## src/hdl/mf3_pkg.sv

```systemverilog
// ----------------------------------------------------------------------------
// mf3_pkg
// Shared types, constants and small compare helpers for the 3x3 median core.
// ----------------------------------------------------------------------------
`default_nettype none

package mf3_pkg;

	// Pixel and configuration widths
	localparam int PIX_W      = 8;
	localparam int CFG_W      = 11;
	localparam int CFG_IDX_W  = 1;

	// Default frame limits handed to the top level
	localparam int MAX_WIDTH_DEF  = 1024;
	localparam int MAX_HEIGHT_DEF = 1024;
	localparam int MIN_SIZE       = 3;

	// Register reset values
	localparam logic [CFG_W-1:0] WIDTH_RST  = 11'd640;
	localparam logic [CFG_W-1:0] HEIGHT_RST = 11'd480;

	// Configuration register indexes
	typedef enum logic [CFG_IDX_W-1:0] {
		REG_IMAGE_WIDTH  = 1'b0,
		REG_IMAGE_HEIGHT = 1'b1
	} cfg_reg_t;

	// One window column, sorted low to high
	typedef struct packed {
		logic [PIX_W-1:0] hi;
		logic [PIX_W-1:0] md;
		logic [PIX_W-1:0] lo;
	} col_t;

	function automatic logic [PIX_W-1:0] min2(input logic [PIX_W-1:0] a,
			input logic [PIX_W-1:0] b);
		return (a < b) ? a : b;
	endfunction

	function automatic logic [PIX_W-1:0] max2(input logic [PIX_W-1:0] a,
			input logic [PIX_W-1:0] b);
		return (a < b) ? b : a;
	endfunction

	// Middle of three: max(min(a,b), min(max(a,b), c))
	function automatic logic [PIX_W-1:0] med3(input logic [PIX_W-1:0] a,
			input logic [PIX_W-1:0] b, input logic [PIX_W-1:0] c);
		return max2(min2(a, b), min2(max2(a, b), c));
	endfunction

	// Sort three pixels into a column
	function automatic col_t sort3(input logic [PIX_W-1:0] a,
			input logic [PIX_W-1:0] b, input logic [PIX_W-1:0] c);
		col_t col;
		col.lo = min2(min2(a, b), c);
		col.hi = max2(max2(a, b), c);
		col.md = med3(a, b, c);
		return col;
	endfunction

endpackage

`default_nettype wire

```

## src/hdl/mf3_median.sv

```systemverilog
// ----------------------------------------------------------------------------
// mf3_median
// Median of a 3x3 window built from three pre-sorted columns.
// ----------------------------------------------------------------------------
`default_nettype none

module mf3_median (
	input  wire mf3_pkg::col_t                  col0,
	input  wire mf3_pkg::col_t                  col1,
	input  wire mf3_pkg::col_t                  col2,
	output logic      [mf3_pkg::PIX_W-1:0]      med
);

	logic [mf3_pkg::PIX_W-1:0] max_lo;
	logic [mf3_pkg::PIX_W-1:0] med_md;
	logic [mf3_pkg::PIX_W-1:0] min_hi;

	// Largest of the column minima, middle of the medians, smallest of the maxima
	always_comb begin
		max_lo = mf3_pkg::max2(mf3_pkg::max2(col0.lo, col1.lo), col2.lo);
		med_md = mf3_pkg::med3(col0.md, col1.md, col2.md);
		min_hi = mf3_pkg::min2(mf3_pkg::min2(col0.hi, col1.hi), col2.hi);
		med    = mf3_pkg::med3(max_lo, med_md, min_hi);
	end

endmodule

`default_nettype wire

```

## config.mk

```make
export PLATFORM = sky130hd
export DESIGN_NAME = mf3_median
export DESIGN_NICKNAME = d
export VERILOG_FILES = /design/src/hdl/mf3_pkg.sv /design/src/hdl/mf3_median.sv
export SDC_FILE = /design/constraint.sdc
export NUM_CORES = 1
export LEC_CHECK = 0
export BUFFER_PORTS_ARGS = -buffer_cell sky130_fd_sc_hd__buf_4
export CAP_MARGIN = 20
export CORE_MARGIN = 2
export CORE_UTILIZATION = 55
export DETAILED_ROUTE_END_ITERATION = 7
export MAX_ROUTING_LAYER = met4
export PLACE_DENSITY = 0.82
export SYNTH_ARGS = -nofsm -noshare
export SYNTH_HDL_FRONTEND = slang
export SYNTH_SLANG_ARGS = --single-unit
```

## constraint.sdc

```tcl
create_clock -name vclk -period 12.5
set_input_delay 0.625 -clock vclk [all_inputs]
set_output_delay 0.625 -clock vclk [all_outputs]
set_load 0.05 [all_outputs]
```

# ---- Word-level counts from Yosys, hierarchy flattened
# Cells that the tools add are included.
dict set report op_classes {
  eq_ne 0
  bitwise 0
  multipliers 0
  n_lt_le_gt_ge 10
  addsub 0
  n_div 0
  muxes 12
  n_reduce_logical 0
  shifts 0
}
# operator count
set op_table {}
lappend op_table {{$mux W8} 12}
lappend op_table {{$lt A8 B8 Y1} 10}
dict set report word_totals {
  n_memories 0
  wordCells 22
  input_bits 72
  ram_bits 0
  latch_bits 0
  regBits 0
  romBits 0
  out_inout_bits 8
}

# ---- Depth between registers and ports, before layout
# Gate-level depths: netlist (run 1).
dict set report logic_depth {
  depth_word 12
  mapped_depth 55
  ltp_nobuf 49
}

# ---- Worst setup path after synthesis (run 1)
# OpenSTA, ideal clock, no wires.
dict set report synth_timing {
  path_kind {input to output}
  from {input port col1[10] (netlist bit)}
  to {output port med[1] (netlist bit)}
  slack_ns 0.518
  arrival_time_ns 11.357
  n_path_buf 5
  stages 52
  t_required_ns 11.875
  path_cell_list {inv_1 ha_1 o21ai_1 a211o_1 o21ai_1 clkbuf_1 nand2_1 o21ai_0 ha_1 a21oi_1 o21ai_0 o21a_1 o31a_1 nor2_4 mux2i_1 ha_1 a21o_1 a21o_1 [16 not listed] ha_1 a21o_1 a21oi_1 o22ai_1 nor2_1 o21a_1 buf_1 a41o_4 a22oi_2 ha_1 a21o_1 a21o_1 a21oi_1 o31a_1 nor2_1 o21a_1 a211oi_4 mux2i_1}
}
dict set report synth_via {
  elab_chain_len 12
  elab_cells_between_ends 14
  cone_classes {6 x order compare; 8 x mux}
}
# element line
set synth_lines {}
lappend synth_lines {{start: declaration} mf3_median.sv:9} ;# input wire mf3_pkg::col_t col1,
lappend synth_lines {{$lt A8 B8 Y1} {mf3_pkg.sv:38, mf3_pkg.sv:43}}
lappend synth_lines {{$mux W8} mf3_pkg.sv:43} ;# return (a < b) ? b : a;
lappend synth_lines {{$lt A8 B8 Y1} mf3_pkg.sv:38} ;# return (a < b) ? a : b;
lappend synth_lines {{$mux W8} mf3_pkg.sv:38}
lappend synth_lines {{$lt A8 B8 Y1} mf3_pkg.sv:43}
lappend synth_lines {{$mux W8 (*)} mf3_pkg.sv:43}
lappend synth_lines {{$lt A8 B8 Y1} {mf3_pkg.sv:38, mf3_pkg.sv:43}}
lappend synth_lines {{$mux W8} mf3_pkg.sv:43}
lappend synth_lines {{$lt A8 B8 Y1} mf3_pkg.sv:38}
lappend synth_lines {{$mux W8} mf3_pkg.sv:38}
lappend synth_lines {{$lt A8 B8 Y1} mf3_pkg.sv:43}
lappend synth_lines {{$mux W8 (*)} mf3_pkg.sv:43}
lappend synth_lines {{end: declaration} mf3_median.sv:11} ;# output logic [mf3_pkg::PIX_W-1:0] med
# Mark *: on every way between the ends. The rest lies on a longest branch, timed or not.

# ---- Worst setup path after layout (run 1)
dict set report layout_timing {
  from {input port col1[9] (netlist bit)}
  to {output port med[4] (netlist bit)}
}
# Same word-level chain as after synthesis.

==> results of run 1 <==
## final cells by class
cell class                 instances  area, um2  area share, %
inverter                          68        255           6.48
multi-input combinational        381       2970           75.3
timing repair buffer              83        623           15.8
tap                               75       93.8           2.38
## per-layer routing
metal / vias to the layer above / wire, um / global-route usage, %
li1: 1809 / - / -
met1: 1573 / 3880 / 35.3
met2: 93 / 4150 / 45.8
met3: 10 / 401 / 1.22
met4: 0 / 114 / 3.73
met5: - / 0 / -
## per-stage QoR
stage          hold slack, ns  setup WS (ns)
2_1_floorplan            1.89          0.518
3_3_place_gp             2.01          0.476
3_5_place_dp             2.04          0.131
4_1_cts                  2.05         0.0528
5_1_grt                  2.08         0.0216
6_report                 2.04          0.881
## Yosys cell counts, drive strengths merged (2+ instances only)
master | instances | area (um2)
or3 | 2 | 17.5
a22oi | 7 | 87.6
o21ai | 49 | 249
nor2 | 44 | 173
and3 | 4 | 25.0
ha | 67 | 838
a21boi | 2 | 26.3
o21a | 11 | 82.6
nand3 | 5 | 25.0
a2111oi | 3 | 45.1
maj3 | 5 | 51.3
a31oi | 3 | 18.8
a211oi | 8 | 72.6
inv | 68 | 255
a21oi | 42 | 221
o32ai | 2 | 17.5
o311a | 2 | 31.3
clkbuf | 6 | 22.5
nor3 | 4 | 20.0
nand2b | 3 | 18.8
mux2 | 2 | 26.3
a21o | 14 | 105
nand2 | 38 | 143
o31a | 3 | 35.0
nor2b | 7 | 43.8
nand4 | 7 | 58.8
or2 | 3 | 18.8
or3b | 3 | 26.3
mux2i | 28 | 334
buf | 5 | 51.3
## logic make-up after synthesis
logic type,Yosys count
adders and majority gates,72
buffers and inverters,79
and+or+nand+nor,121
muxes,30
AOI/OAI and AO/OA,158
## placed cells by master (no fill, tap or decap), types with 2 or more instances in the layout
cell and instances:
a211oi_1 7, mux2i_4 4, nor2b_1 7, nand3_1 5, a31oi_1 3, ha_1 67
nand2b_1 3, a22oi_2 7, or2_2 2, a2111oi_0 2, nor3_1 4, maj3_1 4
nand4_1 6, a21o_1 14, o31a_1 2, mux2i_1 23, o21ai_1 3, nor2_1 43
o21ai_2 2, or3b_1 2, and3_1 4, inv_1 68, buf_4 83, o32ai_1 2
nand2_1 38, a21oi_1 40, o21ai_0 44, o21a_1 9, o21a_2 2
## repair_timing
item	CTS	global route
buffers inserted	0	2
endpoints found under the setup margin	0	8
gates resized for setup	0	5
hold buffers	0	0
## worst max-delay path: cells and delay by family
kind                       cells  cell delay [ns]
adders and majority gates      6             1.83
AOI/OAI and AO/OA             29             5.77
buffers and inverters          5             0.85
and+or+nand+nor                6             1.20
muxes                          3             0.72
## worst min path at each step
| stage | end | slack [ns] | cells after the start |
|---|---|---|---|
| 2_1_floorplan | med[0] | 1.89 | 4 |
| 3_3_place_gp | med[2] | 2.01 | 6 |
| 3_5_place_dp | med[2] | 2.04 | 6 |
| 4_1_cts | med[6] | 2.05 | 7 |
| 5_1_grt | med[6] | 2.08 | 7 |
| 6_report | med[2] | 2.04 | 6 |
==> flow_summary_export.csv, run 1 <==
group,metric,value,unit
run_status,status,"completed",
die,design.portCount,80,
finish,nets,673,
setup_path,worst_path_max_delay_cell,"o311a_4",
die,placementRows,28,
placement,number_of_buffers_added_on_ports,80,
min_path,min-delay-path-class,"in2out",
setup_path,critical_path_class,"in2out",
yosys,synth_compound_area_share,34.4,%
timing,timing.final.setup_violations,0,
placement,routability_congestion_estimate_from_global_placement,1.00,
routing,drt-pass1-iter-count,4,
finish,design_area,3940,um2
timing,worstMarginPinSlew,0.932,ns
finish,sequential_cell_area,0,um2
routing,drt-initial-drc-count,198,
flow_run,max_cap_violations,0,
yosys,synthXorXnorAreaFrac,0,%
timing,finalWorstPathRequiredPeriod,11.62,ns
timing,fin_crit_sh,93.0,%
yosys,synth_top_family_by_area,"compound AO/OA/AOI/OAI gates",
finish,n_fill_cell,517,
routing,routed-via-count,3485,
setup_path,critical_path.endpoint_type,"output pin",
timing,report.final.slew_viol_count,0,
global_routing,first_global_vias,3244,
finish,antennaDiodeCount,0,
routing,drc,0,
die,fp.dieArea,6610,um2
yosys,synthMuxAreaShare,11.0,%
yosys,post_synth_instance_area,3290,um2
global_routing,globalRoute.totalOverflow,0,
global_routing,initial_antenna_violation_count,0,
setup_path,worstPathRequired,11.88,ns
yosys,synthesis.nets,599,
global_routing,grt_pass1_wl,14100,um
yosys,synth.avg_cell_area,7.15,um2
die,die_width,81.3,um
yosys,synth_instances,460,
placement,cell_area_placed,3920,um2
die,die_h,81.3,um
routing,detail_route.wl_per_cell,14.1,um
finish,n_clock_buffer,0,
timing,relSlewSlack,37.9,%
setup_path,critPathCapture,"med[4]",
finish,layout-drive-gt1-share,22.4,%
yosys,synth_fa_ha_area_share,27.1,%
setup_path,timing.critical_path.slowest_cell_delay,0.43,ns
die,coreArea,5850,um2
setup_path,timing.critical_path.mode_cell,"a21o_1",
timing,fmax,0.0861,GHz
yosys,yosys.area_share.simple,17.6,%
routing,vias_per_cell,5.74,
routing,routed_wirelength,8540,um
finish,finish.utilization,67.4,%
finish,area.growth.synth_to_final,19.9,%
timing,unrepaired_setup_endpoints_after_global_routing,"no",
min_path,min_from,"col2[2]",
die,initial_core_util,56.2,%
global_routing,grt_util_all_layers,26.7,%
setup_path,arrival,10.99,ns
finish,layout.cells.non_filler,607,
yosys,number_of_distinct_library_cell_variants_in_the_gate_level_netlist_after_synthesis,63,
finish,final_sequential_cell_count,0,
setup_path,critPathMaxFanout,21,
placement,dp_hpwl,7460,um
setup_path,setup.worst_path.start,"col1[9]",
setup_path,critPathLaunchType,"input port",
routing,antenna_violating_nets_post_route,0,
global_routing,grt_start_max_net_pins,22,
yosys,yosysWarnings,0,
timing,finalHoldViolCount,0,
yosys,seq_area_frac_synth,0,%
placement,placed_cells,605,
timing,finalSetupTns,0,ns
Power of run 1 is not shown: default switching activity piles up to over one toggle a cycle in this logic, so the estimate is an artifact.
==> inputs of run 2 (changes only) <==
--- a/config.mk
+++ b/config.mk
@@ -12,6 +12,7 @@
 export DETAILED_ROUTE_END_ITERATION = 7
 export MAX_ROUTING_LAYER = met4
 export PLACE_DENSITY = 0.82
+export REMOVE_ABC_BUFFERS = 1
 export SYNTH_ARGS = -nofsm -noshare
 export SYNTH_HDL_FRONTEND = slang
 export SYNTH_SLANG_ARGS = --single-unit
==> flow_summary_export.csv, run 2 (synthesized netlist as in run 1, its figures left out) <==
group,metric,value,unit
die,die_width,81.3,um
global_routing,globalRoute.totalOverflow,0,
routing,antenna_violating_nets_post_route,0,
timing,fin_crit_sh,93.0,%
setup_path,worstPathRequired,11.88,ns
finish,multi_input_comb_area,2970,um2
routing,drc,0,
clock_network,cts_hold_buf,0,
global_routing,grt_pass1_wl,13700,um
setup_path,critPathLaunchType,"input port",
timing,finalSetupTns,0,ns
finish,most_common_library_cell_in_the_layout_ignoring_fill_and_taps,"buf_4",
routing,routed-via-count,3438,
placement,dp_hpwl,7130,um
global_routing,grt_use_met1,34.3,%
finish,final_cell_mix,"buf_4 (82), inv_1 (68), ha_1 (67), o21ai_0 (44), nor2_1 (43)",
finish,n_clock_buffer,0,
setup_path,worstPathBufferInverterCount,5,
finish,nets,673,
die,coreArea,5850,um2
placement,number_of_buffers_added_on_ports,80,
min_path,min-delay-path-class,"in2out",
finish,sequential_cell_area,0,um2
global_routing,globalRouteMet2Util,44.5,%
min_path,hold_path_depth,6,
setup_path,cpLargestDelayFamily,"compound AO/OA/AOI/OAI gates",
global_routing,initial_antenna_violation_count,0,
setup_path,timing.critical_path.slowest_cell_delay,0.44,ns
placement,placed_cells,606,
global_routing,groute.layer.met3.usage,0.889,%
die,fp.dieArea,6610,um2
timing,finalHoldViolCount,0,
setup_path,critical_path.endpoint_type,"output pin",
routing,vias_per_cell,5.66,
global_routing,first_global_vias,3144,
timing,unrepaired_setup_endpoints_after_global_routing,"no",
timing,finalWorstPathRequiredPeriod,11.62,ns
die,die_h,81.3,um
setup_path,setup.worst_path.start,"col1[10]",
routing,routed_wirelength,8200,um
timing,timing.final.setup_violations,0,
setup_path,worst_path_max_delay_cell,"o311a_4",
finish,layout-drive-gt1-share,22.4,%
die,initial_core_util,56.2,%
setup_path,critPathMaxFanout,21,
global_routing,grt_util_all_layers,25.7,%
global_routing,grt_start_max_net_pins,22,
timing,relSlewSlack,38.2,%
setup_path,arrival,11.00,ns
finish,area.growth.synth_to_final,20.3,%
placement,routability_congestion_estimate_from_global_placement,0.905,
setup_path,critPathCapture,"med[4]",
routing,drt-pass1-iter-count,4,
routing,detail_route.wl_per_cell,13.5,um
flow_run,max_cap_violations,0,
finish,layout.cells.non_filler,607,
routing,drt-initial-drc-count,133,
timing,worstMarginPinSlew,0.927,ns
finish,final_sequential_cell_count,0,
global_routing,grt.busiest_layer,"met2",
finish,n_fill_cell,519,
setup_path,timing.critical_path.depth,52,
setup_path,critical_path_class,"in2out",
run_status,status,"completed",
die,placementRows,28,
timing,fmax,0.0861,GHz
setup_path,timing.critical_path.mode_cell,"a21o_1",
timing,report.final.slew_viol_count,0,
die,design.portCount,80,
finish,antennaDiodeCount,0,
## run 2: cell counts in the layout (fill, tap and decap cells not counted)
No cell type changed its count.
## run 2: layout make-up
type               count  share of cell area, %
multi-input cells    381                   75.1
repair buffers        83                   16.1
inverters             68                   6.45
well taps             75                   2.37
## run 2: worst min-delay path by stage
| stage | from | end |
|---|---|---|
| after floorplan | col2[8] | med[0] |
| after global placement | col2[2] | med[2] |
| after detailed placement | col2[2] | med[2] |
| after CTS | col2[2] | med[2] |
| after global routing | col2[2] | med[2] |
| final | col2[2] | med[2] |
## run 2: repair_timing
item | in CTS | in global routing
resized for setup | 0 | 5
setup buffers | 0 | 1
endpoints found under the setup margin | 0 | 8
## run 2: through the flow
step | area [um2] | utilization, % | worst slack (ns) | hold slack (ns)
after floorplan | 3210 | - | 0.867 | 1.89
after global placement | 3920 | 67.1 | 0.557 | 2.01
after detailed placement | 3920 | 67.1 | 0.186 | 2.03
after CTS | 3920 | 67.1 | 0.175 | 2.04
after global routing | 3960 | 67.6 | 0.0545 | 2.10
final | 3960 | 67.6 | 0.879 | 2.05
## run 2: metal layers
| metal | share of wire (%) | wire length, um |
|---|---|---|
| met1 | 47 | 3860 |
| met2 | 47 | 3880 |
| met3 | 4.8 | 393 |
| met4 | 0.74 | 61 |
| met5 | 0 | 0 |
Power of run 2 is left out for the same reason.
==> inputs of run 3 (changes only) <==
--- a/config.mk
+++ b/config.mk
@@ -8,10 +8,10 @@
 export BUFFER_PORTS_ARGS = -buffer_cell sky130_fd_sc_hd__buf_4
 export CAP_MARGIN = 20
 export CORE_MARGIN = 2
-export CORE_UTILIZATION = 55
+export CORE_UTILIZATION = 50
 export DETAILED_ROUTE_END_ITERATION = 7
 export MAX_ROUTING_LAYER = met4
-export PLACE_DENSITY = 0.82
+export PLACE_DENSITY = 0.74
 export REMOVE_ABC_BUFFERS = 1
 export SYNTH_ARGS = -nofsm -noshare
 export SYNTH_HDL_FRONTEND = slang
==> flow_summary_export.csv, run 3 (synthesized netlist as in run 1, its figures left out) <==
group,metric,value,unit
routing,drc,0,
die,coreArea,6350,um2
finish,sequential_cell_area,0,um2
setup_path,critical_path.endpoint_type,"output pin",
routing,drt-initial-drc-count,165,
routing,routed-via-count,3498,
placement,routability_congestion_estimate_from_global_placement,0.894,
flow_run,max_cap_violations,0,
finish,n_clock_buffer,0,
finish,final_sequential_cell_count,0,
finish,n_fill_cell,606,
timing,relSlewSlack,37.8,%
clock_network,cts_hold_buf,0,
placement,dp_hpwl,7540,um
global_routing,first_global_vias,3181,
run_status,status,"completed",
setup_path,critPathMaxFanout,21,
timing,report.final.slew_viol_count,0,
setup_path,worst_path_max_delay_cell,"o311a_4",
setup_path,timing.critical_path.slowest_cell_delay,0.44,ns
finish,most_common_library_cell_in_the_layout_ignoring_fill_and_taps,"buf_4",
timing,timing.final.setup_violations,0,
finish,layout-drive-gt1-share,22.3,%
die,die_width,85.1,um
die,die_h,85.1,um
die,initial_core_util,51.8,%
routing,vias_per_cell,5.73,
global_routing,grt_pass1_wl,14300,um
routing,antenna_violating_nets_post_route,0,
setup_path,critPathLaunchType,"input port",
finish,nets,674,
min_path,min-delay-path-class,"in2out",
global_routing,grt_start_max_net_pins,22,
setup_path,worstPathRequired,11.88,ns
die,design.portCount,80,
global_routing,initial_antenna_violation_count,0,
global_routing,globalRoute.totalOverflow,0,
finish,antennaDiodeCount,0,
setup_path,critical_path_class,"in2out",
finish,final_cell_mix,"buf_4 (83), inv_1 (68), ha_1 (67), o21ai_0 (44), nor2_1 (43)",
die,fp.dieArea,7240,um2
timing,fmax,0.0850,GHz
timing,holdWs,2.06,ns
timing,worstMarginPinSlew,0.934,ns
timing,finalHoldViolCount,0,
timing,fin_crit_sh,94.1,%
placement,number_of_buffers_added_on_ports,80,
timing,finalWorstPathRequiredPeriod,11.76,ns
routing,routed_wirelength,8460,um
routing,drt-pass1-iter-count,5,
setup_path,arrival,11.13,ns
die,placementRows,29,
setup_path,timing.critical_path.mode_cell,"a21o_1",
global_routing,grt_util_all_layers,23.5,%
routing,detail_route.wl_per_cell,13.9,um
finish,area.growth.synth_to_final,20.5,%
-- run 3: changes by cell type in the layout (fill, tap and decap cells not counted) --
| cell | delta |
|---|---|
| buf_4 | +1 |
| o21ai_1 | +1 |
| o21ai_2 | -1 |
-- run 3: metrics by stage --
stage	area [um2]	worst slack, ns	utilization (%)	setup TNS, ns	std cells
after global placement	3930	0.796	62.0	0	609
final	3960	0.740	62.4	0	610
after CTS	3930	0.292	62.0	0	609
after floorplan	3210	0.867	-	0	449
after global routing	3960	-0.00742	62.4	-0.00742	610
after detailed placement	3930	0.310	62.0	0	609
-- run 3: final timing paths --
kind  startpoint      to  slack, ns  depth (start not counted)
max     col1[10]  med[4]       0.74                         52
min     col2[17]  med[1]       2.06                          8
-- run 3: routing by layer --
metal	global-route usage [%]	share of wire, %	up-vias
met5	-	0	-
met3	0.681	5.6	4
met2	37.7	44	106
met4	1.01	0.32	0
met1	34.7	50	1574
li1	-	-	1814
-- run 3: critical path, delay by kind of cell --
kind / cells / cell delay [ns]
AO/OA/AOI/OAI: 30 / 5.54
adder cells (fa/ha/maj): 6 / 1.79
buffers and inverters: 5 / 0.90
multiplexers: 3 / 0.77
AND/OR/NAND/NOR: 8 / 1.47
-- run 3: final cells by class --
cell class,instances,area (um2),area share (%)
multi-input cells,381,2970,74.9
well taps,77,96.3,2.43
repair buffers,84,643,16.2
inverters,68,255,6.44
-- run 3: what timing repair did --
| action | 4_1_cts | 5_1_grt |
|---|---|---|
| setup buffers | 0 | 1 |
| setup endpoints to repair | 0 | 8 |
| resized for setup | 0 | 4 |
Power of run 3 is left out for the same reason.
